## config.mk

```make
export PLATFORM = sky130hd
export DESIGN_NAME = battery_pack_aggregator_top
export DESIGN_NICKNAME = d
export VERILOG_FILES = /design/src/hdl/bpa_pkg.sv /design/src/hdl/bpa_div.sv /design/src/hdl/battery_pack_aggregator_top.sv
export SDC_FILE = /design/constraint.sdc
export NUM_CORES = 2
export LEC_CHECK = 0
export BUFFER_PORTS_ARGS = -buffer_cell sky130_fd_sc_hd__buf_2
export CAP_MARGIN = 20
export CORE_MARGIN = 4
export CORE_UTILIZATION = 45
export CTS_CLUSTER_DIAMETER = 200
export DETAILED_ROUTE_END_ITERATION = 6
export GPL_ROUTABILITY_DRIVEN = 0
export HOLD_SLACK_MARGIN = 0.12
export SLEW_MARGIN = 10
export SYNTH_ARGS = -nofsm -noshare
export SYNTH_HDL_FRONTEND = slang
export SYNTH_SLANG_ARGS = --single-unit
```

## constraint.sdc

```tcl
create_clock -name clk -period 31.7 [get_ports clk]
set_input_delay 3.17 -clock clk [delete_from_list [all_inputs] [get_ports clk]]
set_output_delay 3.17 -clock clk [all_outputs]
set_load 0.02 [all_outputs]
```

## src/hdl/bpa_pkg.sv

```systemverilog
// Package for the battery pack aggregator: constants, config indexes, status ranking.
package bpa_pkg;

	localparam int PackCountDefault = 8;
	localparam int CfgIdxW = 3;
	localparam int CfgDataW = 8;

	localparam logic [CfgIdxW-1:0] CFG_FAULT = 3'd0;
	localparam logic [CfgIdxW-1:0] CFG_UPDATING = 3'd1;
	localparam logic [CfgIdxW-1:0] CFG_STANDBY = 3'd2;
	localparam logic [CfgIdxW-1:0] CFG_INACTIVE = 3'd3;
	localparam logic [CfgIdxW-1:0] CFG_DARKSTART = 3'd4;
	localparam logic [CfgIdxW-1:0] CFG_ACTIVE = 3'd5;

	typedef struct packed {
		logic [7:0] fault;
		logic [7:0] updating;
		logic [7:0] standby;
		logic [7:0] inactive;
		logic [7:0] darkstart;
		logic [7:0] active;
	} codes_t;

	// priority of a status code, first match wins
	function automatic logic [2:0] status_rank(input logic [7:0] c, input codes_t k);
		logic [2:0] r;
		if (c == k.fault) r = 3'd5;
		else if (c == k.updating) r = 3'd4;
		else if (c == k.standby) r = 3'd3;
		else if (c == k.inactive) r = 3'd2;
		else if (c == k.darkstart) r = 3'd1;
		else r = 3'd0;
		return r;
	endfunction

endpackage

```

## src/hdl/bpa_div.sv

```systemverilog
// Shared restoring divider, one quotient bit per cycle.
module bpa_div (
	input  logic        clk,
	input  logic        arst_n,
	input  logic        go,
	input  logic [50:0] dividend,
	input  logic [34:0] divisor,
	output logic        done,
	output logic [50:0] quotient
);
	logic [35:0] rem_q;
	logic [50:0] quo_q;
	logic [34:0] dvs_q;
	logic [5:0]  cnt_q;
	logic        run_q;
	logic [35:0] trial;
	logic [35:0] shifted;

	assign shifted = {rem_q[34:0], quo_q[50]};
	assign trial = shifted - {1'b0, dvs_q};
	assign quotient = quo_q;

	// one shift-subtract step per cycle
	always_ff @(posedge clk or negedge arst_n) begin
		if (!arst_n) begin
			run_q <= 1'b0;
			cnt_q <= '0;
			done <= 1'b0;
		end else begin
			done <= 1'b0;
			if (go) begin
				run_q <= 1'b1;
				cnt_q <= 6'd51;
			end else if (run_q) begin
				cnt_q <= cnt_q - 6'd1;
				if (cnt_q == 6'd1) begin
					run_q <= 1'b0;
					done <= 1'b1;
				end
			end
		end
	end

	always_ff @(posedge clk) begin
		if (go) begin
			rem_q <= '0;
			quo_q <= dividend;
			dvs_q <= divisor;
		end else if (run_q) begin
			if (!trial[35]) begin
				rem_q <= trial;
				quo_q <= {quo_q[49:0], 1'b1};
			end else begin
				rem_q <= shifted;
				quo_q <= {quo_q[49:0], 1'b0};
			end
		end
	end
endmodule

```

## src/hdl/battery_pack_aggregator_top.sv

```systemverilog
// Top level of the battery pack aggregator: accumulators, sequencer, shared divider.
//
// Usage: drive the four frames with pack_alive and last_pack and pulse start
// while busy is low; the transaction is taken at that edge. An alive pack is
// folded into the running state, up to PACK_COUNT packs: the soc times capacity
// product goes through a 16x32 multiplier, registered, then added. busy stays
// high through the MUL and ADD states, so a new pack is taken only after the
// sequencer returns to idle. On last_pack, after the fold, the shared restoring
// divider computes voltage average, then weighted state of charge; the charge
// and discharge limit products reuse the multiplier. The result appears on the
// result ports with done high for one cycle; the receiver cannot stall it.
// Accumulators then clear for the next set. Configuration writes (cfg_we,
// cfg_index, cfg_data) set the status codes and are taken at once.
// Reset clears the codes to their defaults and all accumulators; the first
// transaction may start in the cycle after reset is released.
module battery_pack_aggregator_top #(
	parameter int PACK_COUNT = bpa_pkg::PackCountDefault
) (
	input  logic                        clk,
	input  logic                        arst_n,
	input  logic                        start,
	output logic                        busy,
	input  logic [63:0]                 live_frame,
	input  logic [63:0]                 limits_frame,
	input  logic [63:0]                 health_frame,
	input  logic [63:0]                 energy_frame,
	input  logic                        pack_alive,
	input  logic                        last_pack,
	input  logic                        cfg_we,
	input  logic [bpa_pkg::CfgIdxW-1:0] cfg_index,
	input  logic [bpa_pkg::CfgDataW-1:0] cfg_data,
	output logic                        done,
	output logic [3:0]                  alive_count,
	output logic [15:0]                 voltage_average,
	output logic [15:0]                 voltage_highest,
	output logic [15:0]                 voltage_lowest,
	output logic signed [18:0]          current_total,
	output logic [15:0]                 charge_state,
	output logic [63:0]                 limits_result,
	output logic [63:0]                 health_result,
	output logic [31:0]                 capacity_total,
	output logic [31:0]                 capacity_remaining
);
	import bpa_pkg::*;

	localparam int TallyW = $clog2(PACK_COUNT + 1);

	localparam logic [2:0] ST_IDLE = 3'd0;
	localparam logic [2:0] ST_MUL  = 3'd1;
	localparam logic [2:0] ST_ADD  = 3'd2;
	localparam logic [2:0] ST_DIVV = 3'd3;
	localparam logic [2:0] ST_DIVS = 3'd4;
	localparam logic [2:0] ST_LIMC = 3'd5;
	localparam logic [2:0] ST_LIMD = 3'd6;
	localparam logic [2:0] ST_OUT  = 3'd7;

	logic [2:0] state_q;
	codes_t codes_q;

	// captured item
	logic [63:0] lf_q, mf_q, hf_q, ef_q;
	logic        alive_q, last_q;

	// accumulators
	logic [TallyW-1:0] tally_q;
	logic [18:0] vsum_q;
	logic [15:0] vmax_q, vmin_q;
	logic signed [18:0] isum_q;
	logic [50:0] socsum_q;
	logic [34:0] capw_q;
	logic [31:0] capt_q, capr_q;
	logic [15:0] chmin_q, dsmin_q;
	logic        chz_q, dsz_q;
	logic [15:0] cellh_q, celll_q;
	logic signed [15:0] temph_q, templ_q;
	logic [15:0] soh_q;
	logic [7:0]  worst_q, bal_q;
	logic        div_wait_q;

	// shared multiplier, registered product
	logic [31:0] mul_a;
	logic [15:0] mul_b;
	logic [47:0] prod_q;

	logic        div_go;
	logic [50:0] div_n;
	logic [34:0] div_d;
	logic        div_done;
	logic [50:0] div_quo;
	logic        take;

	assign busy = (state_q != ST_IDLE);
	assign take = alive_q && ({{(32-TallyW){1'b0}}, tally_q} < PACK_COUNT);

	bpa_div u_div (
		.clk(clk), .arst_n(arst_n), .go(div_go), .dividend(div_n), .divisor(div_d),
		.done(div_done), .quotient(div_quo)
	);

	// multiplier operand select
	always_comb begin
		mul_a = ef_q[31:0];
		mul_b = lf_q[47:32];
		if (state_q == ST_LIMC) mul_a = {16'd0, chmin_q};
		else if (state_q == ST_LIMD) mul_a = {16'd0, dsmin_q};
		if (state_q == ST_LIMC || state_q == ST_LIMD)
			mul_b = {{(16-TallyW){1'b0}}, tally_q};
	end

	always_ff @(posedge clk) begin
		prod_q <= mul_a * mul_b;
	end

	// divider operand select
	always_comb begin
		div_go = 1'b0;
		div_n = {32'd0, vsum_q};
		div_d = {{(35-TallyW){1'b0}}, tally_q};
		if (state_q == ST_DIVV && div_wait_q) begin
			div_go = 1'b1;
		end else if (state_q == ST_DIVV && div_done) begin
			div_go = 1'b1;
			div_n = socsum_q;
			div_d = capw_q;
		end
	end

	// config registers
	always_ff @(posedge clk or negedge arst_n) begin
		if (!arst_n) begin
			codes_q <= '{8'd4, 8'd5, 8'd0, 8'd1, 8'd2, 8'd3};
		end else if (cfg_we) begin
			unique case (cfg_index)
				CFG_FAULT:     codes_q.fault <= cfg_data;
				CFG_UPDATING:  codes_q.updating <= cfg_data;
				CFG_STANDBY:   codes_q.standby <= cfg_data;
				CFG_INACTIVE:  codes_q.inactive <= cfg_data;
				CFG_DARKSTART: codes_q.darkstart <= cfg_data;
				CFG_ACTIVE:    codes_q.active <= cfg_data;
				default: ;
			endcase
		end
	end

	always_ff @(posedge clk) begin
		if (start && !busy) begin
			lf_q <= live_frame;
			mf_q <= limits_frame;
			hf_q <= health_frame;
			ef_q <= energy_frame;
			alive_q <= pack_alive;
			last_q <= last_pack;
		end
	end

	// sequencer and accumulators
	always_ff @(posedge clk or negedge arst_n) begin
		if (!arst_n) begin
			state_q <= ST_IDLE;
			done <= 1'b0;
			div_wait_q <= 1'b0;
			tally_q <= '0; vsum_q <= '0; vmax_q <= '0; vmin_q <= '1;
			isum_q <= '0; socsum_q <= '0; capw_q <= '0; capt_q <= '0; capr_q <= '0;
			chmin_q <= '1; dsmin_q <= '1; chz_q <= 1'b0; dsz_q <= 1'b0;
			cellh_q <= '0; celll_q <= '1; temph_q <= 16'sh8000; templ_q <= 16'sh7fff;
			soh_q <= '1; worst_q <= 8'd3; bal_q <= '0;
			alive_count <= '0; voltage_average <= '0; voltage_highest <= '0;
			voltage_lowest <= '0; current_total <= '0; charge_state <= '0;
			limits_result <= '0; health_result <= '0;
			capacity_total <= '0; capacity_remaining <= '0;
		end else begin
			done <= 1'b0;
			unique case (state_q)
				ST_IDLE: if (start) state_q <= ST_MUL;
				ST_MUL: state_q <= ST_ADD;
				ST_ADD: begin
					if (take) begin
						tally_q <= tally_q + 1'b1;
						vsum_q <= vsum_q + {3'd0, lf_q[15:0]};
						if (lf_q[15:0] > vmax_q) vmax_q <= lf_q[15:0];
						if (lf_q[15:0] < vmin_q) vmin_q <= lf_q[15:0];
						isum_q <= isum_q + {{3{lf_q[31]}}, lf_q[31:16]};
						socsum_q <= socsum_q + {3'd0, prod_q};
						capw_q <= capw_q + {3'd0, ef_q[31:0]};
						capt_q <= capt_q + ef_q[31:0];
						capr_q <= capr_q + ef_q[63:32];
						if (mf_q[15:0] == 16'd0) chz_q <= 1'b1;
						if (mf_q[15:0] < chmin_q) chmin_q <= mf_q[15:0];
						if (mf_q[31:16] == 16'd0) dsz_q <= 1'b1;
						if (mf_q[31:16] < dsmin_q) dsmin_q <= mf_q[31:16];
						if (mf_q[47:32] > cellh_q) cellh_q <= mf_q[47:32];
						if (mf_q[63:48] < celll_q) celll_q <= mf_q[63:48];
						if ($signed(hf_q[15:0]) > temph_q) temph_q <= hf_q[15:0];
						if ($signed(hf_q[31:16]) < templ_q) templ_q <= hf_q[31:16];
						if (hf_q[47:32] < soh_q) soh_q <= hf_q[47:32];
						if (status_rank(lf_q[55:48], codes_q) > status_rank(worst_q, codes_q))
							worst_q <= lf_q[55:48];
						bal_q <= bal_q | hf_q[55:48];
					end
					// the divider is started from ST_DIVV, after the sums have updated
					if (last_q) begin
						state_q <= ST_DIVV;
						div_wait_q <= 1'b1;
					end else begin
						state_q <= ST_IDLE;
					end
				end
				ST_DIVV: begin
					div_wait_q <= 1'b0;
					if (div_done) begin
						voltage_average <= div_quo[15:0];
						state_q <= ST_DIVS;
					end
				end
				ST_DIVS: if (div_done) begin
					charge_state <= (capw_q == '0) ? 16'd0 : div_quo[15:0];
					state_q <= ST_LIMC;
				end
				ST_LIMC: state_q <= ST_LIMD;
				ST_LIMD: begin
					limits_result[15:0] <= chz_q ? 16'd0 : prod_q[15:0];
					state_q <= ST_OUT;
				end
				ST_OUT: begin
					done <= 1'b1;
					if (tally_q == '0) begin
						alive_count <= '0; voltage_average <= '0; voltage_highest <= '0;
						voltage_lowest <= '0; current_total <= '0; charge_state <= '0;
						limits_result <= '0; health_result <= '0;
						capacity_total <= '0; capacity_remaining <= '0;
					end else begin
						alive_count <= 4'(tally_q);
						voltage_highest <= vmax_q;
						voltage_lowest <= vmin_q;
						current_total <= isum_q;
						limits_result[31:16] <= dsz_q ? 16'd0 : prod_q[15:0];
						limits_result[63:32] <= {celll_q, cellh_q};
						health_result <= {worst_q, bal_q, soh_q, templ_q, temph_q};
						capacity_total <= capt_q;
						capacity_remaining <= capr_q;
					end
					tally_q <= '0; vsum_q <= '0; vmax_q <= '0; vmin_q <= '1;
					isum_q <= '0; socsum_q <= '0; capw_q <= '0; capt_q <= '0; capr_q <= '0;
					chmin_q <= '1; dsmin_q <= '1; chz_q <= 1'b0; dsz_q <= 1'b0;
					cellh_q <= '0; celll_q <= '1; temph_q <= 16'sh8000; templ_q <= 16'sh7fff;
					soh_q <= '1; worst_q <= codes_q.active; bal_q <= '0;
					state_q <= ST_IDLE;
				end
				default: state_q <= ST_IDLE;
			endcase
		end
	end
endmodule
```

==> flow_summary.ini <==
[global_routing]
antenna_found_initial = 32
busiest_layer = met2
grt.total_usage_pct = 25.4
gr-total-overflow = 0
use_met1_pct = 34.6
use_met3_pct = 4.65
grt_pass1_vias = 53166
grt_pass1_wl_mm = 320
grt_max_degree = 167
met2_usage_pct = 41.0

[yosys]
synthTopCellsByArea = dfrtp_1, edfxtp_1, fa_1
ys_ff_latch = 1105
ys.warnings.count = 0
synthTopCellsByCount = inv_1, nand2_1, dfrtp_1
ys_seq_area_share_pct = 41.3
avgSynthCellArea_um2 = 10.2
async_flop_share_pct = 62.8
synth.distinct_cells = 103
yosysTopAreaCell = dfrtp_1
synth_nets = 8055
netlist.area_leader.share_pct = 21.0
synthFlopType = dfrtp_1
synthCells = 6881
syn_area_um2 = 70200
synth-edff-count = 328
synth.most_common_cell = inv_1

[setup_path]
max_stage_delay_ps = 760
r2r_cells = 29
rr_endpoint = prod_q[47]
criticalPathCategory = reg -> reg
critPathMaxFanout = 93
worst_r2r_startpoint = state_q[0]
worstPathArrival_ps = 9810
r2r_slack_ps = 22530
cp.depth = 29
start_kind = register
crit_buf_inv = 8
slowest_stage = nor4b_1
critPathTopFamily = adder cells
cp-end-kind = register
crit_required_ps = 32340
cp_common_cell = fa_1

[layout]
fillers = 14110
syn2layout_area_growth_pct = 13.0
multi_input_area_um2 = 37300
final_layout_size_suffix_gt1_share_pct = 14.1
finish.instance_area_um2 = 79300
seqCellArea_um2 = 29000
final_nets = 8463

[timing]
max_freq_mhz = 109
clock_skew_ps = 49.1
finalMaxSlewViolations = 0
finalCritPeriodShare_pct = 28.9
finalSetupViolCount = 0
finalHoldViolations = 0
worstMarginPinSlew_ps = 1170
finalSetupTns_ps = 0
max_slew_margin_pct = 21.3
final.min_clock_period_ps = 9170
rsz0062_at_grt = no

[die]
dieArea_um2 = 162000
ioPinCount = 554
die-height_um = 403
row_count = 144
core_area_um2 = 155000
die-width_um = 403
start_util_pct = 45.4

[placed_design]
dpl-instance-area_um2 = 75000
dp_hpwl_mm = 151
port_buffers = 537

[run]
drv_cap = 0

[detailed_routing]
drt_iter0_drc = 3996
ant_nets = 0
wl_per_cell_um = 22.0
firstDrtPassIters = 7
drt_wl_total_mm = 208
vias_per_cell = 5.61
vias = 53036
drc_errors = 3

[hold_path]
min_to = bal_q[3]
min_path_type = reg -> reg
hold_path_depth = 1
min_from = hf_q[51]

[outcome]
failed_checks = DRC
status = complete, but fails checks

[clocking]
clock_sinks = 1105
cts_buffers = 120
cts_root_buffer = clkbuf_16
clk_latency_ps = 790
clockBufferDepth = 3
htreeDepth = 3
clkTransAtPathRegs_ps = 60
postCtsHoldBufs = 0
post_cts_buffers = 0
cts_tree = built
cts-resized-gates = 0
cell type report:
class	count	share of cell area, %
multi-input cells	4707	47.0
clock buffers	169	4.28
clock inverters	60	0.950
inverters	727	3.44
diodes	22	0.0694
flip-flops and latches	1105	36.6
well taps	2044	3.22
repair buffers	628	4.45
per-layer routing:
| metal | vias up | wire (um) |
|---|---|---|
| met4 | 10 | 7140 |
| met2 | 1674 | 96500 |
| met1 | 26432 | 90200 |
| met3 | 335 | 13800 |
| li1 | 24585 | - |
| met5 | - | 68 |
how the worst max path moves through the flow:
stage	endpoint	start	slack [ps]
3_5_place_dp	prod_q[47]	state_q[0]	22580
5_1_grt	prod_q[47]	state_q[0]	22010
3_3_place_gp	prod_q[47]	state_q[0]	22670
2_1_floorplan	alive_q	start	17530
4_1_cts	prod_q[47]	state_q[0]	22560
6_report	prod_q[47]	state_q[0]	22530
stage by stage:
step | utilization (%) | cells | hold WS, ps | worst slack [ps]
final | 51.3 | 9462 | 464 | 22530
after floorplan | - | 6881 | 440 | 17530
after global routing | 51.3 | 9449 | 486 | 22010
after CTS | 51.2 | 9432 | 466 | 22560
after global placement | 48.5 | 9200 | 451 | 22670
after detailed placement | 48.5 | 9203 | 453 | 22580
logic make-up (layout without fill, tap and decap cells):
logic type | after synthesis | count (layout) | synth area share (%)
mux | 132 | 132 | 2.00
flops | 1105 | 1105 | 41.3
other cells | 0 | 22 | 0
xor+xnor | 306 | 306 | 3.83
buf+inv | 1069 | 1584 | 5.75
simple gates | 1815 | 1815 | 11.9
fa+ha+maj | 901 | 901 | 20.6
compound gates | 1553 | 1553 | 14.5
sequential cells by signal, indices dropped and copies added (netlist names), 51 cells and up:
signal / cells
u_div.quotient: 51
mf_q: 64
ef_q: 64
limits_result: 64
health_result: 64
lf_q: 56
socsum_q: 51
hf_q: 56
worst reg2reg max path: cells and delay by family, from the launching register on:
family	cells	cell delay [ps]
XOR/XNOR	1	120
flip-flops	1	620
AO/OA/AOI/OAI	6	1530
buffers and inverters	8	1540
AND/OR/NAND/NOR	7	1760
adder cells (fa/ha/maj)	7	3490
layout by cell type, fill, tap and decap left out, types with 262 or more instances in the layout:
master and count:
ha_1 476, edfxtp_1 328, o21ai_0 412, buf_2 536, a21oi_1 262, fa_1 425
nor2_1 357, nand2_1 722, inv_1 725, dfrtp_1 589
Power is left out: the tool's default activity adds up to more than one toggle a clock period on the data nets, which glitch-free logic cannot reach.
